--- src/hdl/frwl_pkg.sv ---
// Shared types and constants of the first-come readers-writer lock arbiter.
// Used by frwl_ctrl, frwl_datapath and fair_readers_writer_lock_arbiter.
// No dependencies.
package frwl_pkg;

    localparam int QUEUE_DEPTH_DEF = 16;
    localparam int ID_WIDTH_DEF    = 8;

    // Grants emitted for one event at most
    localparam int MAX_RESULTS = 16;
    localparam int GRANT_CNT_W = $clog2(MAX_RESULTS + 1);

    localparam int                 READERS_W   = 9;
    localparam logic [READERS_W-1:0] READERS_MAX = 9'd511;

    typedef enum logic [1:0] {
        KIND_READ_REQ  = 2'd0,
        KIND_WRITE_REQ = 2'd1,
        KIND_READ_REL  = 2'd2,
        KIND_WRITE_REL = 2'd3
    } kind_t;

    typedef enum logic [1:0] {
        ERR_NONE       = 2'd0,
        ERR_QUEUE_FULL = 2'd1,
        ERR_NO_HOLD    = 2'd2
    } err_t;

    typedef enum logic [1:0] {
        ST_IDLE,
        ST_READ,
        ST_CHECK,
        ST_SEND
    } state_t;

    // Controller -> datapath
    typedef struct packed {
        logic event_en;          // apply the accepted event
        logic grant_en;          // grant the head entry into the pending slot
        logic out_load;          // load the output register
        logic out_from_pending;  // 1: pending grant, 0: non-grant result
        logic out_last;          // last flag of the loaded result
    } cmd_t;

    // Datapath -> controller
    typedef struct packed {
        logic grantable;         // head entry may go now
        logic pending;           // a grant waits to be sent
        logic out_last;          // output register holds the final result
    } stat_t;

endpackage

--- src/hdl/fair_readers_writer_lock_arbiter.sv ---
// First-come readers-writer lock arbiter, top level.
// Instantiates frwl_ctrl and frwl_datapath; depends on frwl_pkg.
//
// Input channel (in_valid/in_ready): one lock event per transfer, kind
// 0 read request, 1 write request, 2 read release, 3 write release, with the
// requester id. Requests queue in arrival order (QUEUE_DEPTH entries); a
// request finding the queue full is dropped with error_code 1, a release with
// nothing held is ignored with error_code 2.
// Output channel (out_valid/out_ready): after each event the head of the queue
// is granted while it may go, one result per grant (at most 16 per event); a
// run of readers goes together. An event without grant gives one non-grant
// result carrying the error code. last marks the final result of an event.
// Sequencing: the queue memory has a registered read port, so each grant
// passes through a read state and a check state before its result is loaded
// into the output register. One event is handled at a time: in_ready is high
// only in the idle state, which is entered in the cycle after the final result
// of the previous event transfers. A stalled receiver holds the result in the
// output register and the arbiter waits. Reset clears queue pointers, reader
// count and writer flag.
module fair_readers_writer_lock_arbiter
#(
    parameter int QUEUE_DEPTH = frwl_pkg::QUEUE_DEPTH_DEF,
    parameter int ID_WIDTH    = frwl_pkg::ID_WIDTH_DEF
)
(
    input  logic                clk,
    input  logic                rst_n,
    input  logic                in_valid,
    output logic                in_ready,
    input  logic [1:0]          kind,
    input  logic [ID_WIDTH-1:0] requester_id,
    output logic                out_valid,
    input  logic                out_ready,
    output logic                grant_valid,
    output logic [ID_WIDTH-1:0] granted_id,
    output logic                granted_is_write,
    output logic [1:0]          error_code,
    output logic                last
);

    frwl_pkg::cmd_t  cmd;
    frwl_pkg::stat_t stat;

    // controller: event accept, grant walk, output transfer
    frwl_ctrl u_ctrl
    (
        .clk       (clk),
        .rst_n     (rst_n),
        .in_valid  (in_valid),
        .in_ready  (in_ready),
        .out_valid (out_valid),
        .out_ready (out_ready),
        .stat      (stat),
        .cmd       (cmd)
    );

    // datapath: queue memory, lock state, result register
    frwl_datapath
    #(
        .QUEUE_DEPTH (QUEUE_DEPTH),
        .ID_WIDTH    (ID_WIDTH)
    )
    u_datapath
    (
        .clk              (clk),
        .rst_n            (rst_n),
        .cmd              (cmd),
        .stat             (stat),
        .kind             (kind),
        .requester_id     (requester_id),
        .grant_valid      (grant_valid),
        .granted_id       (granted_id),
        .granted_is_write (granted_is_write),
        .error_code       (error_code),
        .last             (last)
    );

endmodule

--- src/hdl/frwl_ctrl.sv ---
// Sequencer of the readers-writer lock arbiter: accepts an event, walks the
// queue head one grant at a time and drives the output transfer.
// Depends on frwl_pkg.
module frwl_ctrl
(
    input  logic            clk,
    input  logic            rst_n,
    input  logic            in_valid,
    output logic            in_ready,
    output logic            out_valid,
    input  logic            out_ready,
    input  frwl_pkg::stat_t stat,
    output frwl_pkg::cmd_t  cmd
);

    frwl_pkg::state_t state_reg;
    frwl_pkg::state_t state_next;

    always_ff @(posedge clk or negedge rst_n)
    begin
        if (!rst_n)
        begin
            state_reg <= frwl_pkg::ST_IDLE;
        end
        else
        begin
            state_reg <= state_next;
        end
    end

    always_comb
    begin
        state_next = state_reg;
        cmd        = '0;
        in_ready   = 1'b0;
        out_valid  = 1'b0;
        unique case (state_reg)
            frwl_pkg::ST_IDLE:
            begin
                in_ready = 1'b1;
                if (in_valid)
                begin
                    cmd.event_en = 1'b1;
                    state_next   = frwl_pkg::ST_READ;
                end
            end
            // head entry read settles
            frwl_pkg::ST_READ:
            begin
                state_next = frwl_pkg::ST_CHECK;
            end
            frwl_pkg::ST_CHECK:
            begin
                if (stat.grantable && !stat.pending)
                begin
                    cmd.grant_en = 1'b1;
                    state_next   = frwl_pkg::ST_READ;
                end
                else
                begin
                    // another grant follows only if the head may still go
                    cmd.out_load         = 1'b1;
                    cmd.out_from_pending = stat.pending;
                    cmd.out_last         = !stat.grantable;
                    state_next           = frwl_pkg::ST_SEND;
                end
            end
            frwl_pkg::ST_SEND:
            begin
                out_valid = 1'b1;
                if (out_ready)
                begin
                    state_next = stat.out_last ? frwl_pkg::ST_IDLE : frwl_pkg::ST_CHECK;
                end
            end
            default:
            begin
                state_next = frwl_pkg::ST_IDLE;
            end
        endcase
    end

endmodule

--- src/hdl/frwl_datapath.sv ---
// Datapath of the readers-writer lock arbiter: request queue memory, lock
// state, pending grant and output register.
// Depends on frwl_pkg.
module frwl_datapath
#(
    parameter int QUEUE_DEPTH = frwl_pkg::QUEUE_DEPTH_DEF,
    parameter int ID_WIDTH    = frwl_pkg::ID_WIDTH_DEF
)
(
    input  logic                clk,
    input  logic                rst_n,
    input  frwl_pkg::cmd_t      cmd,
    output frwl_pkg::stat_t     stat,
    input  logic [1:0]          kind,
    input  logic [ID_WIDTH-1:0] requester_id,
    output logic                grant_valid,
    output logic [ID_WIDTH-1:0] granted_id,
    output logic                granted_is_write,
    output logic [1:0]          error_code,
    output logic                last
);

    localparam int PTR_W = (QUEUE_DEPTH > 1) ? $clog2(QUEUE_DEPTH) : 1;
    localparam int CNT_W = $clog2(QUEUE_DEPTH + 1);
    localparam int RW    = frwl_pkg::READERS_W;
    localparam int GW    = frwl_pkg::GRANT_CNT_W;

    // entry: {is_reader, id}
    logic [ID_WIDTH:0]  mem [QUEUE_DEPTH];
    logic [ID_WIDTH:0]  rd_data_reg;

    logic [PTR_W-1:0]   head_reg, head_next, head_inc;
    logic [PTR_W-1:0]   tail_reg, tail_next, tail_inc;
    logic [CNT_W-1:0]   count_reg, count_next;
    logic [RW-1:0]      readers_reg, readers_next;
    logic               writer_reg, writer_next;
    logic [GW-1:0]      gcnt_reg, gcnt_next;
    logic               pending_reg, pending_next;
    frwl_pkg::err_t     err_reg, err_next;
    logic               wr_en;

    logic [ID_WIDTH-1:0] pending_id_reg;
    logic                pending_write_reg;

    logic                grant_valid_reg;
    logic [ID_WIDTH-1:0] granted_id_reg;
    logic                granted_is_write_reg;
    frwl_pkg::err_t      error_code_reg;
    logic                last_reg;

    frwl_pkg::kind_t     kind_e;
    logic                head_is_reader;
    logic                queue_full;

    assign kind_e         = frwl_pkg::kind_t'(kind);
    assign head_is_reader = rd_data_reg[ID_WIDTH];
    assign queue_full     = (count_reg == CNT_W'(QUEUE_DEPTH));
    assign head_inc = (head_reg == PTR_W'(QUEUE_DEPTH - 1)) ? '0 : head_reg + 1'b1;
    assign tail_inc = (tail_reg == PTR_W'(QUEUE_DEPTH - 1)) ? '0 : tail_reg + 1'b1;

    // head may go: readers need no writer and a free count, writers need nothing held
    assign stat.grantable = (count_reg != '0)
                          && (gcnt_reg != GW'(frwl_pkg::MAX_RESULTS))
                          && !writer_reg
                          && (head_is_reader ? (readers_reg != frwl_pkg::READERS_MAX)
                                             : (readers_reg == '0));
    assign stat.pending  = pending_reg;
    assign stat.out_last = last_reg;

    always_comb
    begin
        head_next    = head_reg;
        tail_next    = tail_reg;
        count_next   = count_reg;
        readers_next = readers_reg;
        writer_next  = writer_reg;
        gcnt_next    = gcnt_reg;
        pending_next = pending_reg;
        err_next     = err_reg;
        wr_en        = 1'b0;

        if (cmd.event_en)
        begin
            gcnt_next = '0;
            err_next  = frwl_pkg::ERR_NONE;
            unique case (kind_e) inside
                frwl_pkg::KIND_READ_REQ, frwl_pkg::KIND_WRITE_REQ:
                begin
                    if (queue_full)
                    begin
                        err_next = frwl_pkg::ERR_QUEUE_FULL;
                    end
                    else
                    begin
                        wr_en      = 1'b1;
                        tail_next  = tail_inc;
                        count_next = count_reg + 1'b1;
                    end
                end
                frwl_pkg::KIND_READ_REL:
                begin
                    if (readers_reg == '0)
                    begin
                        err_next = frwl_pkg::ERR_NO_HOLD;
                    end
                    else
                    begin
                        readers_next = readers_reg - 1'b1;
                    end
                end
                frwl_pkg::KIND_WRITE_REL:
                begin
                    if (!writer_reg)
                    begin
                        err_next = frwl_pkg::ERR_NO_HOLD;
                    end
                    else
                    begin
                        writer_next = 1'b0;
                    end
                end
                default:
                begin
                    err_next = frwl_pkg::ERR_NONE;
                end
            endcase
        end

        if (cmd.grant_en)
        begin
            if (head_is_reader)
            begin
                readers_next = readers_reg + 1'b1;
            end
            else
            begin
                writer_next = 1'b1;
            end
            head_next    = head_inc;
            count_next   = count_reg - 1'b1;
            gcnt_next    = gcnt_reg + 1'b1;
            pending_next = 1'b1;
        end

        if (cmd.out_load && cmd.out_from_pending)
        begin
            pending_next = 1'b0;
        end
    end

    always_ff @(posedge clk or negedge rst_n)
    begin
        if (!rst_n)
        begin
            head_reg    <= '0;
            tail_reg    <= '0;
            count_reg   <= '0;
            readers_reg <= '0;
            writer_reg  <= 1'b0;
            gcnt_reg    <= '0;
            pending_reg <= 1'b0;
        end
        else
        begin
            head_reg    <= head_next;
            tail_reg    <= tail_next;
            count_reg   <= count_next;
            readers_reg <= readers_next;
            writer_reg  <= writer_next;
            gcnt_reg    <= gcnt_next;
            pending_reg <= pending_next;
        end
    end

    // queue memory: one write port, registered read of the head
    always_ff @(posedge clk)
    begin
        if (wr_en)
        begin
            mem[tail_reg] <= {(kind_e == frwl_pkg::KIND_READ_REQ), requester_id};
        end
        rd_data_reg <= mem[head_reg];
    end

    always_ff @(posedge clk)
    begin
        err_reg <= err_next;
        if (cmd.grant_en)
        begin
            pending_id_reg    <= rd_data_reg[ID_WIDTH-1:0];
            pending_write_reg <= !head_is_reader;
        end
        if (cmd.out_load)
        begin
            last_reg <= cmd.out_last;
            if (cmd.out_from_pending)
            begin
                grant_valid_reg      <= 1'b1;
                granted_id_reg       <= pending_id_reg;
                granted_is_write_reg <= pending_write_reg;
                error_code_reg       <= frwl_pkg::ERR_NONE;
            end
            else
            begin
                grant_valid_reg      <= 1'b0;
                granted_id_reg       <= '0;
                granted_is_write_reg <= 1'b0;
                error_code_reg       <= err_reg;
            end
        end
    end

    assign grant_valid      = grant_valid_reg;
    assign granted_id       = granted_id_reg;
    assign granted_is_write = granted_is_write_reg;
    assign error_code       = error_code_reg;
    assign last             = last_reg;

    // a writer never holds the lock together with readers
    assert property (@(posedge clk) disable iff (!rst_n)
        !(writer_reg && (readers_reg != '0)))
        else $error("writer and readers hold the lock together");

    assert property (@(posedge clk) disable iff (!rst_n)
        count_reg <= CNT_W'(QUEUE_DEPTH))
        else $error("queue count above depth");

    assert property (@(posedge clk) disable iff (!rst_n)
        gcnt_reg <= GW'(frwl_pkg::MAX_RESULTS))
        else $error("more grants than allowed for one event");

    // a grant lands in an empty pending slot
    assert property (@(posedge clk) disable iff (!rst_n)
        cmd.grant_en |-> !pending_reg)
        else $error("pending grant overwritten");

endmodule

--- config.mk ---
export PLATFORM = sky130hd
export DESIGN_NAME = fair_readers_writer_lock_arbiter
export DESIGN_NICKNAME = d
export VERILOG_FILES = /design/src/hdl/frwl_pkg.sv /design/src/hdl/fair_readers_writer_lock_arbiter.sv /design/src/hdl/frwl_ctrl.sv /design/src/hdl/frwl_datapath.sv
export SDC_FILE = /design/constraint.sdc
export NUM_CORES = 1
export LEC_CHECK = 0
export ABC_AREA = 1
export ABC_CLOCK_PERIOD_IN_PS = 6000
export BUFFER_PORTS_ARGS = -buffer_cell sky130_fd_sc_hd__buf_2
export CORE_MARGIN = 3
export CORE_UTILIZATION = 50
export CTS_BUF_LIST = sky130_fd_sc_hd__clkbuf_8
export CTS_CLUSTER_DIAMETER = 30
export CTS_CLUSTER_SIZE = 20
export DETAILED_ROUTE_END_ITERATION = 16
export GPL_ROUTABILITY_DRIVEN = 0
export PLACE_DENSITY = 0.62
export SYNTH_ARGS = -nofsm -noshare
export SYNTH_HDL_FRONTEND = slang
export SYNTH_SLANG_ARGS = --single-unit
export TNS_END_PERCENT = 5
--- constraint.sdc ---
create_clock -name clk -period 6 [get_ports clk]
set_input_delay 0.3 -clock clk [delete_from_list [all_inputs] [get_ports clk]]
set_output_delay 0.3 -clock clk [all_outputs]
set_load 0.05 [all_outputs]
# [Word-level counts from Yosys, hierarchy flattened]
# Memories as Yosys holds them, arrays and structs flattened. A register that Yosys moved wholly into a read port is not among the register bits.
# Cells that the tools add are included.
[totals] mem_bits_rw=144 in_bits=14 register_bits=55 memories=1
[op_classes] reduce_logical=21 mux=42 bitwise_logic=2 addsub=7 n_eq_ne=14
[mem_list] name="u_datapath.mem" depth=16 width=9 read_ports=1 rd_ports_with_merged_regs=1 write_ports=1 line_no="frwl_datapath.sv:29" text="logic [ID_WIDTH:0] mem [QUEUE_DEPTH];"
[ops] op="2-to-1 mux 9 bit" n=5
[ops] op="2-to-1 mux 5 bit" n=6
[ops] op="2-to-1 mux 1 bit" n=19
[ops] op="2-to-1 mux 2 bit" n=6
[ops] op="2-to-1 mux 4 bit" n=3
[ops] op="adder 5 x 1 -> 5 bit (second input constant)" n=2
[ops] op="adder 9 x 1 -> 9 bit (second input constant)" n=1
[ops] op="logical NOT 9 bit" n=1
[ops] op="!= test 9 bit (second input constant)" n=1
[ops] op="subtractor 9 x 1 -> 9 bit (second input constant)" n=1
[ops] op="adder 4 x 1 -> 4 bit (second input constant)" n=2
[ops] op="== test 2 bit (second input constant)" n=4
[ops] op="== test 4 bit (second input constant)" n=2
[ops] op="case mux 2 bit (4 select lines)" n=1
[ops] op="!= test 2 bit (second input constant)" n=3
[ops] op="case mux 2 bit (3 select lines)" n=1
[ops] op="AND reduction 3 bit" n=2
[ops] op="nonzero test 2 bit" n=3
[ops] op="== test 5 bit (second input constant)" n=1
[ops] op="logical AND 1 bit" n=5
[ops] op="!= test 5 bit (second input constant)" n=1
[ops] op="nonzero test 5 bit" n=1
[ops] op="subtractor 5 x 1 -> 5 bit (second input constant)" n=1
[ops] op="== test 2 x 1 -> 1 bit (second input constant)" n=2
[ops] op="6 further kinds" n=12

# [Logic depth before layout (Yosys ltp)]
# Gate-level depths: netlist of the first run.
[depth] ltp_word=9 ltp_mapped=17 depth_no_buf=17

# [Hierarchy]
# A second synthesis of the first run with hierarchy kept.
[hier_totals] hier_cells=777 area_unflattened_um2=8790.9
[by_module_without_submodules] module="frwl_datapath" cells_each=752 instances=1 seq_area_each_um2=5950.7 area_per_inst_um2=8639.5
[by_module_without_submodules] module="frwl_ctrl" cells_each=25 instances=1 seq_area_each_um2=50.0 area_per_inst_um2=151.4

# [Worst setup path before layout of the first run]
# OpenSTA, ideal clock, no wires.
[synth_path] kind="reg2reg" startpoint="register u_datapath.readers_reg[0]" endpoint="register u_datapath.count_reg[4]" path_stages_with_launch=17 setup_slack_ns=3.323 synth_period_minus_slack_ns=2.677 arrival_ns=2.561 required_time_ns=5.884 n_path_buf=0 cell_sequence="dfrtp_1 -> ha_1 -> nand3_1 -> nor4_1 -> ha_1 -> a21oi_1 -> nand2_1 -> nor2_2 -> nand3_4 -> inv_2 -> fa_1 -> nand2_1 -> nand2_1 -> a21oi_1 -> or2_2 -> nand3_1 -> nand2_1"
[synth_via] elab_chain_len=8
[synth_lines] element="start, declared" line_no="frwl_datapath.sv:35" text="logic [RW-1:0] readers_reg, readers_next;"
[synth_lines] element="start signal, assigned" line_no="frwl_datapath.sv:168" text="readers_reg <= readers_next;"
[synth_lines] element="!= test 9 bit or logical NOT 9 bit (tied branches)" line_no="frwl_datapath.sv:65, frwl_datapath.sv:66"
[synth_lines] element="2-to-1 mux 1 bit (*)" line_no="frwl_datapath.sv:65" text="&& (head_is_reader ? (readers_reg != frwl_pkg::READERS_MAX)"
[synth_lines] element="logical AND 1 bit (*)" line_no="frwl_datapath.sv:65"
[synth_lines] element="logical AND 1 bit (*)" line_no="frwl_ctrl.sv:54" text="if (stat.grantable && !stat.pending)"
[synth_lines] element="2-to-1 mux 1 bit (*)" line_no="frwl_ctrl.sv:54"
[synth_lines] element="2-to-1 mux 4 bit (*)" line_no="frwl_ctrl.sv:37" text="unique case (state_reg)"
[synth_lines] element="!= test 2 bit (no source line) or nonzero test 2 bit (tied branches)"
[synth_lines] element="AND reduction 3 bit (no source line)"
[synth_lines] element="end signal, assigned" line_no="frwl_datapath.sv:167" text="count_reg <= count_next;"
[synth_lines] element="end, declared" line_no="frwl_datapath.sv:34" text="logic [CNT_W-1:0] count_reg, count_next;"
# Every way passes the cells marked *; elsewhere a longest branch is shown, timed or not.
# A chain may end at the register's enable or synchronous reset.

# [Worst setup path in the final report of the first run]
# Ends and elaborated chain as after synthesis.

==> results of run 1 <==
[per-layer routing]
layer | wire length, um | GRT usage [%] | vias to the layer above
met2 | 9220 | 33.8 | 206
li1 | - | - | 2790
met3 | 1290 | 4.45 | 41
met1 | 8200 | 25.9 | 2799
met4 | 461 | 6.75 | 0
met5 | 0 | 0 | -
[path summary, 6_finish.rpt]
kind	to	slack, ns	depth (start not counted)	from
setup / recovery	u_datapath.count_reg[4]	2.75	17	u_datapath.readers_reg[0]
hold / removal	u_ctrl.state_reg[0]	0.07	3	out_ready
setup reg to reg	u_datapath.count_reg[4]	2.75	17	u_datapath.readers_reg[0]
hold reg to reg	u_datapath.pending_id_reg[2]	0.40	0	u_datapath.rd_data_reg[2]
max in group asynchronous	u_datapath.head_reg[0]	5.09	2	rst_n
min in group asynchronous	u_ctrl.state_reg[0]	0.37	2	rst_n
[through the flow]
step	hold WS (ns)	util, %
6_report	0.0679	58.9
5_1_grt	0.0585	58.9
4_1_cts	0.0328	58.9
3_5_place_dp	0.389	53.7
3_3_place_gp	0.389	53.7
2_1_floorplan	0.00441	-
[power breakdown]
part / internal [mW] / switching [mW] / total (mW) / leakage, nW
Clock: 0.856 / 0.612 / 1.47 / 0.446
Combinational: 0.358 / 0.938 / 1.30 / 1.47
Sequential: 1.80 / 0.157 / 1.95 / 1.98
Total: 3.01 / 1.71 / 4.72 / 3.89
[repair_timing]
| action | CTS | global route |
|---|---|---|
| endpoints found under the hold margin | 31 | 0 |
| setup buffers | 0 | 0 |
| hold buffers | 1 | 0 |
| resized for setup | 0 | 0 |
[tightest hold or removal path: stages]
cell and delay [ns]:
buf_2 0.08, or2_2 0.11, nand2_1 0.05
[kinds of logic after synthesis]
| kind of cell | after synthesis | synth area share, % |
|---|---|---|
| compound gates | 120 | 7.88 |
| xor+xnor | 14 | 1.39 |
| fa+ha+maj | 14 | 2.07 |
| buf+inv | 103 | 4.86 |
| flops | 208 | 68.1 |
| simple gates | 324 | 15.7 |
[synthesized netlist by cell type, types with 9 or more instances]
cell / n / share of area, %
dfxtp_1: 9 / 2.0
buf_2: 12 / 0.68
dfrtp_1: 31 / 8.8
o211ai_1: 17 / 1.4
edfxtp_1: 168 / 57
xor2_1: 11 / 1.1
nand2_1: 132 / 5.6
clkbuf_1: 17 / 0.72
o21ai_0: 63 / 3.6
nand4_1: 9 / 0.64
nor2_1: 120 / 5.1
a21oi_1: 14 / 0.80
inv_1: 67 / 2.9
o2111ai_1: 10 / 0.99
nand3_1: 42 / 2.4
ha_1: 13 / 1.8
[cell type report]
class / count / share of cell area (%)
inverter: 70 / 2.64
clock inverter: 28 / 2.71
sequential: 208 / 60.2
timing repair buffer: 34 / 1.88
tap: 220 / 2.76
multi-input combinational: 472 / 23.9
clock buffer: 43 / 5.94
==> impl_metrics.ini, run 1 <==
[setup_path]
cpPeakStageDelay_ns = 0.41
critPathLaunchType = register
path_delay_family = simple AND/OR/NAND/NOR gates
worstSetupPathType = register to register
crit_buf_inv = 1
slowest_stage = dfrtp_1
crit_path_max_fanout = 24
worstPathRequired_ns = 6.41
crit_top_cell = nand2_1
worstPathCellList = ha_1, nand3_1, nor4_1, ha_1, a21oi_1, nand2_1, nor2_2, nand3_4, inv_2, ha_1, nand2_1, nand2_1, a21oi_1, or2_2, nand2_1, nand2_1, nand2_1
critPathArrivalTime_ns = 3.66
worstSetupEndpointType = register

[run]
max_cap_viol_count = 0

[final_layout]
antennaDiodeCount = 0
largest_reg_flops = 144
multiInputGateArea_sq_mm = 0.00238
syn2layout_area_growth_pct = 13.2
final_area_sq_mm = 0.00997
fill_cells = 1422
mostFrequentLayoutCells = 168 x edfxtp_1, 132 x nand2_1, 120 x nor2_1, 71 x inv_1, 63 x o21ai_0
seqCellArea_sq_mm = 0.00600
layout.nets = 854
layout-drive-gt1-share_pct = 13.8
finalNonFillerCells = 1075
final_common_cell = edfxtp_1

[timing]
tns_ns = 0
layout_setup_ws_ns = 2.75
rsz0062_at_grt = false
fin_crit_ns = 3.25
worstMarginPinSlew_ns = 1.12
setup_viol = 0
maxSlewHeadroom_pct = 24.9
drv_slew = 0
min_period_over_period_pct = 54.2
fmax_ghz = 0.307
final_hold_viol_count = 0
skew_ns = 0.0271

[global_route]
grt_pass1_vias = 5809
grt_usage_pct = 20.0
antenna_found_initial = 0
overflow = 0
grt_pass1_wl_mm = 30.5
grt_max_degree = 91

[logic_synthesis]
ys_seq_elements = 208
yosysSeqAreaShare_pct = 68.1
synth_area_sq_mm = 0.00881
synth_flop_cell = edfxtp_1
async_flop_share_pct = 14.9
synth_area_per_cell_sq_um = 11.2
synth.net_count = 811
synth_edf_count = 168
yosys_warnings = 0
synth_cells = 783
synth_cell_type_count = 34

[power]
cellPowerDensity_mw_per_mm2 = 473
peakVddDrop_uv = 327
power_mw = 4.72
p_leak_nw = 3.89

[routing]
detail-route-antenna-nets = 0
wl_per_cell_um = 17.8
drc = 0
drtIter0Drc = 448
first_pass_iters = 5
via_per_inst = 5.43
routed_wl_mm = 19.2
route.vias.total = 5836

[clock_tree]
clk_transition_reported_paths_ns = 0.06
cts_tree = yes
insertion_delay_ns = 0.53
clockBufferDepth = 3
htree_num_levels = 2
cts_buffers = 40
cts_sinks = 208
cts_root_buf = clkbuf_8

[die]
die_h_um = 139
start_util_pct = 52.0
die_w_um = 139
core_area_sq_mm = 0.0169
num_io_pins = 29
die-area_sq_mm = 0.0192
num_rows = 47

[place]
portBuffers = 28
dpl_cell_area_sq_mm = 0.00910
dp_hpwl_mm = 11.9
post-place-ws_ns = 2.73
dp.cells = 1003

[hold_path]
hold_path_class = input port to register

[outcome]
status = complete, no violations
(Power assumes the default switching activity.)
==> run 2: changes to the inputs <==
--- a/config.mk
+++ b/config.mk
@@ -6,7 +6,7 @@
 export NUM_CORES = 1
 export LEC_CHECK = 0
 export ABC_AREA = 1
-export ABC_CLOCK_PERIOD_IN_PS = 6000
+export ABC_CLOCK_PERIOD_IN_PS = 2900
 export BUFFER_PORTS_ARGS = -buffer_cell sky130_fd_sc_hd__buf_2
 export CORE_MARGIN = 3
 export CORE_UTILIZATION = 50
@@ -15,7 +15,7 @@
 export CTS_CLUSTER_SIZE = 20
 export DETAILED_ROUTE_END_ITERATION = 16
 export GPL_ROUTABILITY_DRIVEN = 0
-export PLACE_DENSITY = 0.62
+export PLACE_DENSITY = 0.65
 export SYNTH_ARGS = -nofsm -noshare
 export SYNTH_HDL_FRONTEND = slang
 export SYNTH_SLANG_ARGS = --single-unit
==> constraint.sdc (replaced) <==
create_clock -name clk -period 2.9 [get_ports clk]
set_input_delay 0.145 -clock clk [delete_from_list [all_inputs] [get_ports clk]]
set_output_delay 0.145 -clock clk [all_outputs]
set_load 0.05 [all_outputs]
==> run 2 against run 1 <==
Effect of this change:
- wire length is 0.83% higher
- sequential power is 110% higher
- clock skew is 0.011 ns lower
- count of clock-buffer cells in the layout is 1 lower
- critical path depth stayed put
- register-to-register slack worse by 2.5 ns
- clock power is 100% higher
- via count is 2.4% higher
- global-route usage hardly changed
- non-clock buffer count is 29 higher
- critical endpoint unchanged
- highest routed layer unchanged
==> impl_metrics.ini, run 2 (synthesis results as in run 1) <==
[place]
dp_hpwl_mm = 12.3
portBuffers = 28
dp.cells = 1026
dpl_cell_area_sq_mm = 0.00928

[outcome]
status = complete, no violations

[power]
p_leak_nw = 4.04
peakVddDrop_uv = 712
cellPowerDensity_mw_per_mm2 = 953

[setup_path]
worstSetupEndpointType = register
worstPathRequired_ns = 3.30
critPathLaunchType = register
reg2reg_slack_ns = 0.23
r2r.worst_path.cells = 17
critPathArrivalTime_ns = 3.07
worstSetupPathType = register to register
r2r-start = u_datapath.readers_reg[0]
crit_path_max_fanout = 5
r2r_end = u_datapath.count_reg[4]

[timing]
min_period_over_period_pct = 92.2
maxSlewHeadroom_pct = 35.5
fmax_ghz = 0.374
drv_slew = 0
final_hold_viol_count = 0
tns_ns = 0
worstMarginPinSlew_ns = 0.964
skew_ns = 0.0158
setup_viol = 0
fin_crit_ns = 2.67
rsz0062_at_grt = false

[routing]
via_per_inst = 5.41
route.vias.total = 5976
detail-route-antenna-nets = 0
routed_wl_mm = 19.3
drtIter0Drc = 569
first_pass_iters = 5
drc = 0
wl_per_cell_um = 17.5

[clock_tree]
insertion_delay_ns = 0.51
cts_setup_buffers = 0
cts_sinks = 208
clockBufferDepth = 3
cts_tree = yes
cts_root_buf = clkbuf_8
cts_buffers = 40
htree_num_levels = 2
clk_transition_reported_paths_ns = 0.06

[die]
start_util_pct = 52.0
die_h_um = 139
core_area_sq_mm = 0.0169
num_rows = 47
die-area_sq_mm = 0.0192
die_w_um = 139
num_io_pins = 29

[final_layout]
final_common_cell = edfxtp_1
final_area_sq_mm = 0.0102
largest_reg_flops = 144
antennaDiodeCount = 0
finalNonFillerCells = 1104
syn2layout_area_growth_pct = 15.8
mostFrequentLayoutCells = 168 x edfxtp_1, 132 x nand2_1, 120 x nor2_1, 75 x inv_1, 63 x o21ai_0
layout-drive-gt1-share_pct = 16.0
layout.nets = 883

[hold_path]
hold_path_class = input port to register
worstHoldStart = requester_id[3]
min_path_cells = 1
holdPathEnd = u_datapath.mem[7][3]

[global_route]
overflow = 0
grt_pass1_wl_mm = 30.5
grt_max_degree = 92
grt_pass1_vias = 5705
antenna_found_initial = 0
grt_usage_pct = 20.0

[run]
max_cap_viol_count = 0
[run 2: worst max-delay path by stage]
stage	slack [ns]	start	cells after the start	endpoint
detailed placement	0.19	u_datapath.readers_reg[0]	17	u_datapath.count_reg[4]
CTS	0.17	u_datapath.readers_reg[0]	17	u_datapath.count_reg[4]
global route	0.02	u_datapath.readers_reg[0]	17	u_datapath.count_reg[4]
finish	0.23	u_datapath.readers_reg[0]	17	u_datapath.count_reg[4]
global placement	0.26	u_datapath.readers_reg[0]	17	u_datapath.count_reg[4]
floorplan	0.22	u_datapath.readers_reg[0]	16	u_datapath.count_reg[4]
[run 2: power breakdown]
| group | total (mW) | internal [mW] | switching [mW] |
|---|---|---|---|
| Sequential | 4.07 | 3.72 | 0.350 |
| Clock | 2.94 | 1.72 | 1.21 |
| Combinational | 2.72 | 0.797 | 1.92 |
| Total | 9.72 | 6.24 | 3.48 |
[run 2: what timing repair did]
action                                 4_1_cts  5_1_grt
endpoints found under the hold margin       54        0
hold buffers                                 7        0
setup endpoints to repair                    0        1
gates resized for setup                      0        3
[run 2: cell type report]
class | count | area [sq um]
clock buffers | 42 | 578
clock inverters | 29 | 255
fillers | 1362 | 6740
inverters | 70 | 263
multi-input cells | 472 | 2390
flip-flops and latches | 208 | 6000
well taps | 220 | 275
repair buffers | 63 | 433
[run 2: critical path: stages, from the launching register on]
cell and delay (ns):
dfrtp_1 0.42, ha_2 0.24, nand3_1 0.15, nor4_2 0.18, ha_1 0.20, a21oi_1 0.06, nand2_1 0.11, nor2_4 0.07
nand3_4 0.08, inv_2 0.07, fa_1 0.41, nand2_1 0.08, nand2_1 0.05, a21oi_1 0.16, or2_2 0.15, nand2_1 0.05
nand2_1 0.06, nand2_1 0.05
[run 2: layer usage]
layer	wire [um]	part of all wire, %	GRT usage [%]	vias to the layer above
met4	374	1.9	6.28	0
met3	1520	7.8	4.31	33
met2	9210	48	32.2	217
met1	8240	43	27.6	2885
met5	0	0	0	-
li1	-	-	-	2841
[run 2: through the flow]
stage | util, % | worst slack, ns | hold slack (ns) | power, mW
4_1_cts | 60.1 | 0.175 | 0.000733 | 9.77
3_5_place_dp | 54.8 | 0.192 | 0.246 | 6.79
6_report | 60.2 | 0.225 | 0.0227 | 9.72
5_1_grt | 60.2 | 0.0205 | 0.00712 | 10.3
3_3_place_gp | 54.8 | 0.262 | 0.240 | 6.68
2_1_floorplan | - | 0.223 | -0.151 | 6.08
